==> src/sv/tmv_pkg.sv <==
`timescale 1ns / 1ps

package tmv_pkg;

  // fixed field widths
  localparam int WLEN_W     = 7;
  localparam int FS_W       = 23;
  localparam int CH_W       = 2;
  localparam int VOLT_W     = 23;
  localparam int SUM_OUT_W  = 18;
  localparam int KEPT_W     = 7;
  localparam int CFG_DATA_W = 23;
  localparam int CFG_IDX_W  = 1;

  // register indexes
  localparam logic [CFG_IDX_W-1:0] REG_WINDOW_LEN = 1'd0;
  localparam logic [CFG_IDX_W-1:0] REG_FULL_SCALE = 1'd1;

  // register reset values
  localparam logic [WLEN_W-1:0] WINDOW_LEN_RST = 7'd50;
  localparam logic [FS_W-1:0]   FULL_SCALE_RST = 23'd3300000;

  // control for the sorting row
  typedef struct packed {
    logic insert;
    logic drain;
  } chain_ctl_t;

endpackage

==> src/sv/tmv_cell.sv <==
`timescale 1ns / 1ps

module tmv_cell #(
  parameter int DW = 12
) (
  input  logic               clk,
  input  logic               rst,
  input  tmv_pkg::chain_ctl_t ctl,
  input  logic [DW-1:0]      new_sample,
  input  logic [DW-1:0]      left_data,
  input  logic               left_valid,
  input  logic               left_gt,
  input  logic [DW-1:0]      right_data,
  input  logic               right_valid,
  output logic [DW-1:0]      data,
  output logic               valid,
  output logic               gt
);

  logic take;

  // stored value sits above the incoming sample
  assign gt   = valid && (data > new_sample);
  // shift right, or become the new tail slot
  assign take = gt || (!valid && left_valid);

  always_ff @(posedge clk) begin
    if (rst) begin
      valid <= 1'b0;
    end else if (ctl.drain) begin
      valid <= right_valid;
    end else if (ctl.insert && take) begin
      valid <= 1'b1;
    end
  end

  always_ff @(posedge clk) begin
    if (ctl.drain) begin
      data <= right_data;
    end else if (ctl.insert && take) begin
      data <= left_gt ? left_data : new_sample;
    end
  end

endmodule

==> src/sv/tmv_chain.sv <==
`timescale 1ns / 1ps

module tmv_chain #(
  parameter int DEPTH = 64,
  parameter int DW    = 12
) (
  input  logic                clk,
  input  logic                rst,
  input  tmv_pkg::chain_ctl_t ctl,
  input  logic [DW-1:0]       new_sample,
  output logic [DW-1:0]       head
);

  logic [DW-1:0] cdata  [DEPTH];
  logic          cvalid [DEPTH];
  logic          cgt    [DEPTH];

  // row of cells, smallest value at cell 0
  for (genvar i = 0; i < DEPTH; i++) begin : g_cell
    logic [DW-1:0] l_data;
    logic          l_valid;
    logic          l_gt;
    logic [DW-1:0] r_data;
    logic          r_valid;

    if (i == 0) begin : g_first
      assign l_data  = '0;
      assign l_valid = 1'b1;
      assign l_gt    = 1'b0;
    end else begin : g_mid
      assign l_data  = cdata[i-1];
      assign l_valid = cvalid[i-1];
      assign l_gt    = cgt[i-1];
    end

    if (i == DEPTH - 1) begin : g_last
      assign r_data  = '0;
      assign r_valid = 1'b0;
    end else begin : g_inner
      assign r_data  = cdata[i+1];
      assign r_valid = cvalid[i+1];
    end

    tmv_cell #(.DW(DW)) u_cell (
      .clk         (clk),
      .rst         (rst),
      .ctl         (ctl),
      .new_sample  (new_sample),
      .left_data   (l_data),
      .left_valid  (l_valid),
      .left_gt     (l_gt),
      .right_data  (r_data),
      .right_valid (r_valid),
      .data        (cdata[i]),
      .valid       (cvalid[i]),
      .gt          (cgt[i])
    );
  end

  assign head = cdata[0];

endmodule

==> src/sv/tmv_muldiv.sv <==
`timescale 1ns / 1ps

module tmv_muldiv #(
  parameter int SW = 19,
  parameter int DW = 19
) (
  input  logic                     clk,
  input  logic                     rst,
  input  logic                     start,
  input  logic [SW-1:0]            sum,
  input  logic [tmv_pkg::FS_W-1:0] scale,
  input  logic [DW-1:0]            den,
  output logic                     done,
  output logic [SW+tmv_pkg::FS_W-1:0] quotient
);

  localparam int PW = SW + tmv_pkg::FS_W;
  localparam int CNTW = $clog2(PW + 1);

  logic            busy;
  logic            is_div;
  logic [CNTW-1:0] step;
  logic [PW-1:0]   acc;
  logic [DW-1:0]   rem;
  logic [SW:0]     upper;
  logic [DW:0]     rem_sh;
  logic            q_bit;

  // shift-add multiply step: add sum into the top when the low bit is set
  assign upper  = {1'b0, acc[PW-1:tmv_pkg::FS_W]} + (acc[0] ? {1'b0, sum} : '0);
  // restoring divide step
  assign rem_sh = {rem, acc[PW-1]};
  assign q_bit  = (rem_sh >= {1'b0, den});

  always_ff @(posedge clk) begin
    if (rst) begin
      busy   <= 1'b0;
      is_div <= 1'b0;
      done   <= 1'b0;
      step   <= '0;
    end else begin
      done <= !start && busy && is_div && (step == CNTW'(PW - 1));
      if (start) begin
        busy   <= 1'b1;
        is_div <= 1'b0;
        step   <= '0;
      end else if (busy) begin
        if (!is_div && step == CNTW'(tmv_pkg::FS_W - 1)) begin
          is_div <= 1'b1;
          step   <= '0;
        end else if (is_div && step == CNTW'(PW - 1)) begin
          busy <= 1'b0;
        end else begin
          step <= step + 1'b1;
        end
      end
    end
  end

  // datapath
  always_ff @(posedge clk) begin
    if (start) begin
      acc <= {{SW{1'b0}}, scale};
      rem <= '0;
    end else if (busy && !is_div) begin
      acc <= {upper, acc[tmv_pkg::FS_W-1:1]};
    end else if (busy) begin
      rem <= q_bit ? DW'(rem_sh - {1'b0, den}) : rem_sh[DW-1:0];
      acc <= {acc[PW-2:0], q_bit};
    end
  end

  assign quotient = acc;

endmodule

==> src/sv/adc_trimmed_mean_voltage.sv <==
`timescale 1ns / 1ps

// channel   handshake             payload
// input     in_valid / in_stall   sample, channel
// output    out_valid / out_stall channel_out, voltage_uv, trimmed_sum, kept_count
// config    cfg_write             cfg_index, cfg_data
//
// samples are taken one per cycle while in_stall is low; each goes straight into the
// sorting row of cells. the sample that completes a window starts the result pass: the
// row drains through cell 0, then the unit is started and runs the shift-add multiply
// and the restoring divide, and once its finish is seen the output register is loaded;
// in_stall is high for that pass.
// the result waits in the output register; a later window stalls only if its result
// is ready while the previous one has not been taken.
// reset (synchronous, rst) empties the window and restores the register defaults.

module adc_trimmed_mean_voltage #(
  parameter int MAX_WINDOW  = 64,
  parameter int SAMPLE_BITS = 12
) (
  input  logic                           clk,
  input  logic                           rst,
  input  logic                           cfg_write,
  input  logic [tmv_pkg::CFG_IDX_W-1:0]  cfg_index,
  input  logic [tmv_pkg::CFG_DATA_W-1:0] cfg_data,
  input  logic                           in_valid,
  output logic                           in_stall,
  input  logic [SAMPLE_BITS-1:0]         sample,
  input  logic [tmv_pkg::CH_W-1:0]       channel,
  output logic                           out_valid,
  input  logic                           out_stall,
  output logic [tmv_pkg::CH_W-1:0]       channel_out,
  output logic [tmv_pkg::VOLT_W-1:0]     voltage_uv,
  output logic [tmv_pkg::SUM_OUT_W-1:0]  trimmed_sum,
  output logic [tmv_pkg::KEPT_W-1:0]     kept_count
);

  localparam int CW = $clog2(MAX_WINDOW + 1);
  localparam int NW = (CW > tmv_pkg::WLEN_W) ? CW : tmv_pkg::WLEN_W;
  localparam int SW = SAMPLE_BITS + CW;
  localparam int DW = SAMPLE_BITS + CW;
  localparam int PW = SW + tmv_pkg::FS_W;

  localparam logic [1:0] ST_IN    = 2'd0;
  localparam logic [1:0] ST_DRAIN = 2'd1;
  localparam logic [1:0] ST_CALC  = 2'd2;
  localparam logic [1:0] ST_OUT   = 2'd3;

  logic [1:0]                   state;
  logic [tmv_pkg::WLEN_W-1:0]   window_len;
  logic [tmv_pkg::FS_W-1:0]     full_scale_uv;
  logic [CW-1:0]                cnt;
  logic [2:0]                   mod5;
  logic [CW-1:0]                trim;
  logic [CW-1:0]                n_win;
  logic [CW-1:0]                trim_win;
  logic [CW-1:0]                kept_win;
  logic [CW-1:0]                k;
  logic [SW-1:0]                acc;
  logic [tmv_pkg::CH_W-1:0]     ch_last;
  logic                         calc_start;
  logic                         calc_done;
  logic [PW-1:0]                quotient;
  logic [SAMPLE_BITS-1:0]       head;
  tmv_pkg::chain_ctl_t          ctl;

  logic                         accept;
  logic [CW-1:0]                cnt_inc;
  logic [CW-1:0]                trim_inc;
  logic [2:0]                   mod5_inc;
  logic [NW-1:0]                eff;
  logic                         win_done;
  logic                         keep_k;
  logic [DW-1:0]                den;

  // configuration registers
  always_ff @(posedge clk) begin
    if (rst) begin
      window_len    <= tmv_pkg::WINDOW_LEN_RST;
      full_scale_uv <= tmv_pkg::FULL_SCALE_RST;
    end else if (cfg_write) begin
      case (cfg_index)
        tmv_pkg::REG_WINDOW_LEN: window_len    <= cfg_data[tmv_pkg::WLEN_W-1:0];
        tmv_pkg::REG_FULL_SCALE: full_scale_uv <= cfg_data[tmv_pkg::FS_W-1:0];
        default: ;
      endcase
    end
  end

  assign in_stall = (state != ST_IN);
  assign accept   = in_valid && !in_stall;

  // running count, its value mod 5 and the trim depth floor(count/5)
  assign cnt_inc  = cnt + 1'b1;
  assign mod5_inc = (mod5 == 3'd4) ? 3'd0 : mod5 + 3'd1;
  assign trim_inc = (mod5 == 3'd4) ? trim + 1'b1 : trim;

  // effective window length, clamped to 1..MAX_WINDOW
  always_comb begin
    if (window_len == '0) begin
      eff = NW'(1);
    end else if (NW'(window_len) > NW'(MAX_WINDOW)) begin
      eff = NW'(MAX_WINDOW);
    end else begin
      eff = NW'(window_len);
    end
  end
  assign win_done = (NW'(cnt_inc) >= eff);

  // drain position lies between the trimmed ends
  assign keep_k = ((CW+1)'(k) >= (CW+1)'(trim_win)) &&
                  ((CW+1)'(k) < ((CW+1)'(trim_win) + (CW+1)'(kept_win)));

  assign ctl.insert = accept;
  assign ctl.drain  = (state == ST_DRAIN);

  tmv_chain #(.DEPTH(MAX_WINDOW), .DW(SAMPLE_BITS)) u_chain (
    .clk        (clk),
    .rst        (rst),
    .ctl        (ctl),
    .new_sample (sample),
    .head       (head)
  );

  // kept * (2^SAMPLE_BITS - 1)
  assign den = DW'({kept_win, {SAMPLE_BITS{1'b0}}} - {{SAMPLE_BITS{1'b0}}, kept_win});

  tmv_muldiv #(.SW(SW), .DW(DW)) u_muldiv (
    .clk      (clk),
    .rst      (rst),
    .start    (calc_start),
    .sum      (acc),
    .scale    (full_scale_uv),
    .den      (den),
    .done     (calc_done),
    .quotient (quotient)
  );

  // sequencer
  always_ff @(posedge clk) begin
    if (rst) begin
      state      <= ST_IN;
      cnt        <= '0;
      mod5       <= '0;
      trim       <= '0;
      k          <= '0;
      calc_start <= 1'b0;
      out_valid  <= 1'b0;
    end else begin
      calc_start <= (state == ST_DRAIN) && (k == n_win - 1'b1);
      // result handed over, or a new one loaded
      if (state == ST_OUT && (!out_valid || !out_stall)) begin
        out_valid <= 1'b1;
      end else if (out_valid && !out_stall) begin
        out_valid <= 1'b0;
      end
      case (state)
        ST_IN: begin
          if (accept) begin
            if (win_done) begin
              cnt   <= '0;
              mod5  <= '0;
              trim  <= '0;
              k     <= '0;
              state <= ST_DRAIN;
            end else begin
              cnt  <= cnt_inc;
              mod5 <= mod5_inc;
              trim <= trim_inc;
            end
          end
        end
        ST_DRAIN: begin
          k <= k + 1'b1;
          if (k == n_win - 1'b1) begin
            state <= ST_CALC;
          end
        end
        ST_CALC: begin
          if (calc_done) begin
            state <= ST_OUT;
          end
        end
        ST_OUT: begin
          if (!out_valid || !out_stall) begin
            state <= ST_IN;
          end
        end
        default: state <= ST_IN;
      endcase
    end
  end

  // window figures and the running sum
  always_ff @(posedge clk) begin
    if (accept && win_done) begin
      n_win    <= cnt_inc;
      trim_win <= trim_inc;
      kept_win <= CW'(cnt_inc - {trim_inc, 1'b0});
      ch_last  <= channel;
      acc      <= '0;
    end else if (state == ST_DRAIN && keep_k) begin
      acc <= acc + SW'(head);
    end
  end

  // output register
  always_ff @(posedge clk) begin
    if (state == ST_OUT && (!out_valid || !out_stall)) begin
      channel_out <= ch_last;
      voltage_uv  <= tmv_pkg::VOLT_W'(quotient);
      trimmed_sum <= tmv_pkg::SUM_OUT_W'(acc);
      kept_count  <= tmv_pkg::KEPT_W'(kept_win);
    end
  end

endmodule

==> config.mk <==
export PLATFORM = sky130hd
export DESIGN_NAME = adc_trimmed_mean_voltage
export DESIGN_NICKNAME = d
export VERILOG_FILES = /design/src/sv/tmv_pkg.sv /design/src/sv/tmv_cell.sv /design/src/sv/tmv_chain.sv /design/src/sv/tmv_muldiv.sv /design/src/sv/adc_trimmed_mean_voltage.sv
export SDC_FILE = /design/constraint.sdc
export NUM_CORES = 2
export LEC_CHECK = 0
export BUFFER_PORTS_ARGS = -buffer_cell sky130_fd_sc_hd__buf_2
export CAP_MARGIN = 20
export CORE_UTILIZATION = 38
export DETAILED_ROUTE_END_ITERATION = 16
export GPL_ROUTABILITY_DRIVEN = 0
export PLACE_DENSITY = 0.64
export SLEW_MARGIN = 5
export SYNTH_ARGS = -nofsm -noshare
export SYNTH_HDL_FRONTEND = slang
export SYNTH_SLANG_ARGS = --single-unit
export TNS_END_PERCENT = 20
==> constraint.sdc <==
create_clock -name clk -period 6.5 [get_ports clk]
set_input_delay 1.3 -clock clk [delete_from_list [all_inputs] [get_ports clk]]
set_output_delay 1.3 -clock clk [all_outputs]
set_load 0.02 [all_outputs]
==> flow_summary.ini <==
[run_status]
run_status = complete, no violations

[synthesis]
synth_edf_count = 851
synthesis.area_um2 = 83500
yosys_warnings = 0
synth_cells = 9134
synth_fp_nets = 10000
share_of_synthesized_registers_carrying_an_async_set_or_reset_pct = 0
synth_cell_types = 85
synth_seq_cells = 1051
synth-seq-area-share_pct = 35.4
synthesis.area_per_instance_um2 = 9.14
postSynth.topFlopCell = sky130_fd_sc_hd__edfxtp_1

[global_route]
grt_pass1_vias = 76300
grt_overflow = 0
grt_use_total_pct = 26.9
antenna_violations_before_repair = 5
grt_first_pass_wirelength_um = 469000
grt_max_degree = 202

[clock_network]
tritoncts = built
postCtsHoldBufs = 0
clock_tree.buffer_depth = 3
clock_insertion_delay_worst_skew_ns = 0.83
post_cts_resized = 0
post-cts-setup-buffer-count = 0
clk_root_buf = sky130_fd_sc_hd__clkbuf_16
cts_made_buffers = 136
clock_sink_count = 1051
htree_num_levels = 4
clk_transition_reported_paths_ns = 0.05

[drt]
first_pass_iters = 10
remaining_drc_errors = 0
routed_wire_length_per_instance_um = 26.4
detailroute.via_count = 80600
drt_wirelength_um = 311000
detail_route.iter0.violations = 10500
avgViaCountPerCell = 6.84
detail-route-antenna-nets = 0

[worst_setup_path]
worst-endpoint-arrival_ns = 5.12
setup.worst_path.end_class = flop
crit_path_start_kind = primary input
worst_ep_required_time_ns = 7.07
setup_cp_type = primary input to flop
cp_max_fo = 33

[timing]
finalSetupViolCount = 0
drv_slew = 0
setup_tns_ns = 0
slew-limit-headroom_pct = 13.2
period_minus_slack_ns = 4.54
hold_slack_ns = 0.417
timing_worst_slew_pin_value_ns = 1.30
rsz0062_at_grt = false
max_freq_mhz = 220
final_hold_violating_endpoints = 0
final.period_utilization_pct = 69.9
final_clock_skew_ns = 0.0302
finalWorstSetupSlack_ns = 1.96

[placed_design]
hpwlAfterDp_um = 203000
dpl_worst_slack_ns = 1.36
placed_cells = 11500
port_buffers = 94
dpl-instance-area_um2 = 86900

[cells_and_area]
post-route-util_pct = 42.0
final_cell_mix = sky130_fd_sc_hd__nor2_1, sky130_fd_sc_hd__ha_1, sky130_fd_sc_hd__edfxtp_1, sky130_fd_sc_hd__nor3_1, sky130_fd_sc_hd__nand3b_1
post_layout_nonfiller_instances = 11800
layout-area-overhead-vs-synth_pct = 9.41
finish.instance_area_um2 = 91400
final_common_cell = sky130_fd_sc_hd__nor2_1
fin_nets = 9720
final_layout_size_suffix_gt1_share_pct = 7.91

[floorplan]
initial_utilization_pct = 38.3
die_y_um = 471
dieWidth_um = 471
io_pins = 95
design.die.area_um2 = 222000
rows = 171
fp.coreArea_um2 = 218000

[pwr]
power.static_leakage_nw = 32.7
power_report.internal_total_mw = 23.3
switching_share_pct = 46.4
total_power_mw = 43.5
maximum_vdd_drop_v = 0.000571
total_switching_power_mw = 20.2
share_clk_of_total_power_pct = 17.7
power_per_cell_area_nw_per_um2 = 476
sequentialPowerShare_pct = 35.8
pwr-share-comb_pct = 46.5

[hold_path]
worst_hold_check_path_type = flop to flop

[run]
max-cap-violations = 0
## metal layers
| layer | vias to the layer above | global-route usage, % | part of all wire [%] |
|---|---|---|---|
| met5 | - | 0 | 0 |
| met4 | 0 | 12.2 | 4.7 |
| met3 | 980 | 5.85 | 12 |
| met2 | 5265 | 40.9 | 43 |
| met1 | 38900 | 36.2 | 40 |
| li1 | 35500 | - | - |
## area by class of cell
cell class,count,area [um^2]
clock buffers,189,3730
diodes,6,15.0
inverters,195,767
clock inverters,63,678
fillers,21100,126000
repair buffers,382,2940
well taps,2854,3570
flip-flops and latches,1051,29600
multi-input cells,7040,50100
## worst max-delay path: stages
cell,delay (ns)
sky130_fd_sc_hd__buf_4,0.67
sky130_fd_sc_hd__buf_4,0.51
sky130_fd_sc_hd__ha_1,0.21
sky130_fd_sc_hd__nand4_1,0.16
sky130_fd_sc_hd__o21ai_1,0.85
sky130_fd_sc_hd__nor2_1,0.45
sky130_fd_sc_hd__nand3b_1,0.21
sky130_fd_sc_hd__o31ai_1,0.08
sky130_fd_sc_hd__a2111oi_0,0.47
## worst paths after layout
path | startpoint | to | slack (ns) | depth (start not counted)
setup / recovery | sample[0] | u_chain.g_cell[44].u_cell.data[10]$_DFFE_PP_ | 1.96 | 9
hold reg to reg | ch_last[0]$_DFFE_PP_ | channel_out[0]$_DFFE_PP_ | 0.42 | 0
setup reg to reg | n_win[0]$_DFFE_PP_ | u_muldiv.rem[4]$_SDFFE_PP0P_ | 2.08 | 14
hold / removal | ch_last[0]$_DFFE_PP_ | channel_out[0]$_DFFE_PP_ | 0.42 | 0
## synth_stat cells (70+ instances only)
cell type,number,area share [%]
sky130_fd_sc_hd__nor3_1,820,4.9
sky130_fd_sc_hd__a21o_1,211,1.9
sky130_fd_sc_hd__o21ai_0,168,1.0
sky130_fd_sc_hd__o211ai_1,76,0.68
sky130_fd_sc_hd__edfxtp_1,851,31
sky130_fd_sc_hd__dfxtp_1,200,4.8
sky130_fd_sc_hd__nand3_1,104,0.62
sky130_fd_sc_hd__a31oi_1,70,0.52
sky130_fd_sc_hd__nand3b_1,681,6.1
sky130_fd_sc_hd__clkbuf_1,753,3.4
sky130_fd_sc_hd__inv_1,193,0.87
sky130_fd_sc_hd__o31ai_1,674,6.1
sky130_fd_sc_hd__nand4_1,204,1.5
sky130_fd_sc_hd__a2111oi_0,673,7.1
sky130_fd_sc_hd__buf_2,74,0.44
sky130_fd_sc_hd__ha_1,866,13
sky130_fd_sc_hd__nand2_1,205,0.92
sky130_fd_sc_hd__nand2b_1,73,0.55
sky130_fd_sc_hd__a21oi_1,451,2.7
sky130_fd_sc_hd__a211oi_1,148,1.3
sky130_fd_sc_hd__nor2_1,915,4.1
sky130_fd_sc_hd__nor2b_1,79,0.59
sky130_fd_sc_hd__mux2i_1,74,0.89
## registers in the layout, indices dropped and copies added (netlist names), 3 cells and up
signal                       flops
window_len                       7
trim                             7
u_muldiv.quotient               42
kept_win                         6
trimmed_sum                     18
trim_win                         7
voltage_uv                      23
mod5                             3
cnt                              7
full_scale_uv                   23
u_muldiv.rem                    19
u_muldiv.step                    6
k                                7
n_win                            7
u_chain.g_cell.u_cell.valid     64
acc                             19
u_chain.g_cell.u_cell.data     768
kept_count                       7
## kinds of logic (layout without fill, tap and decap cells)
| family | after synthesis | in the layout | share of synthesized area [%] |
|---|---|---|---|
| and+or+nand+nor | 3211 | 3211 | 20.4 |
| AOI/OAI and AO/OA | 2807 | 2807 | 24.6 |
| DFF | 1051 | 1051 | 35.4 |
| buffers and inverters | 1043 | 829 | 4.86 |
| adders and majority gates | 871 | 871 | 13.1 |
| muxes | 77 | 77 | 0.927 |
| xor gates and xnor gates | 74 | 74 | 0.776 |
| other | 0 | 6 | 0 |
## power by group through the flow
stage,sequential [mW],combinational (mW),clock (mW)
after floorplan,13.5,14.5,0
after global placement,15.3,18.9,0
after detailed placement,15.4,19.6,0
after CTS,15.3,19.7,7.78
after global routing,15.7,22.1,8.03
final,15.6,20.2,7.72
Note: power is estimated with default switching activity, not from simulation.
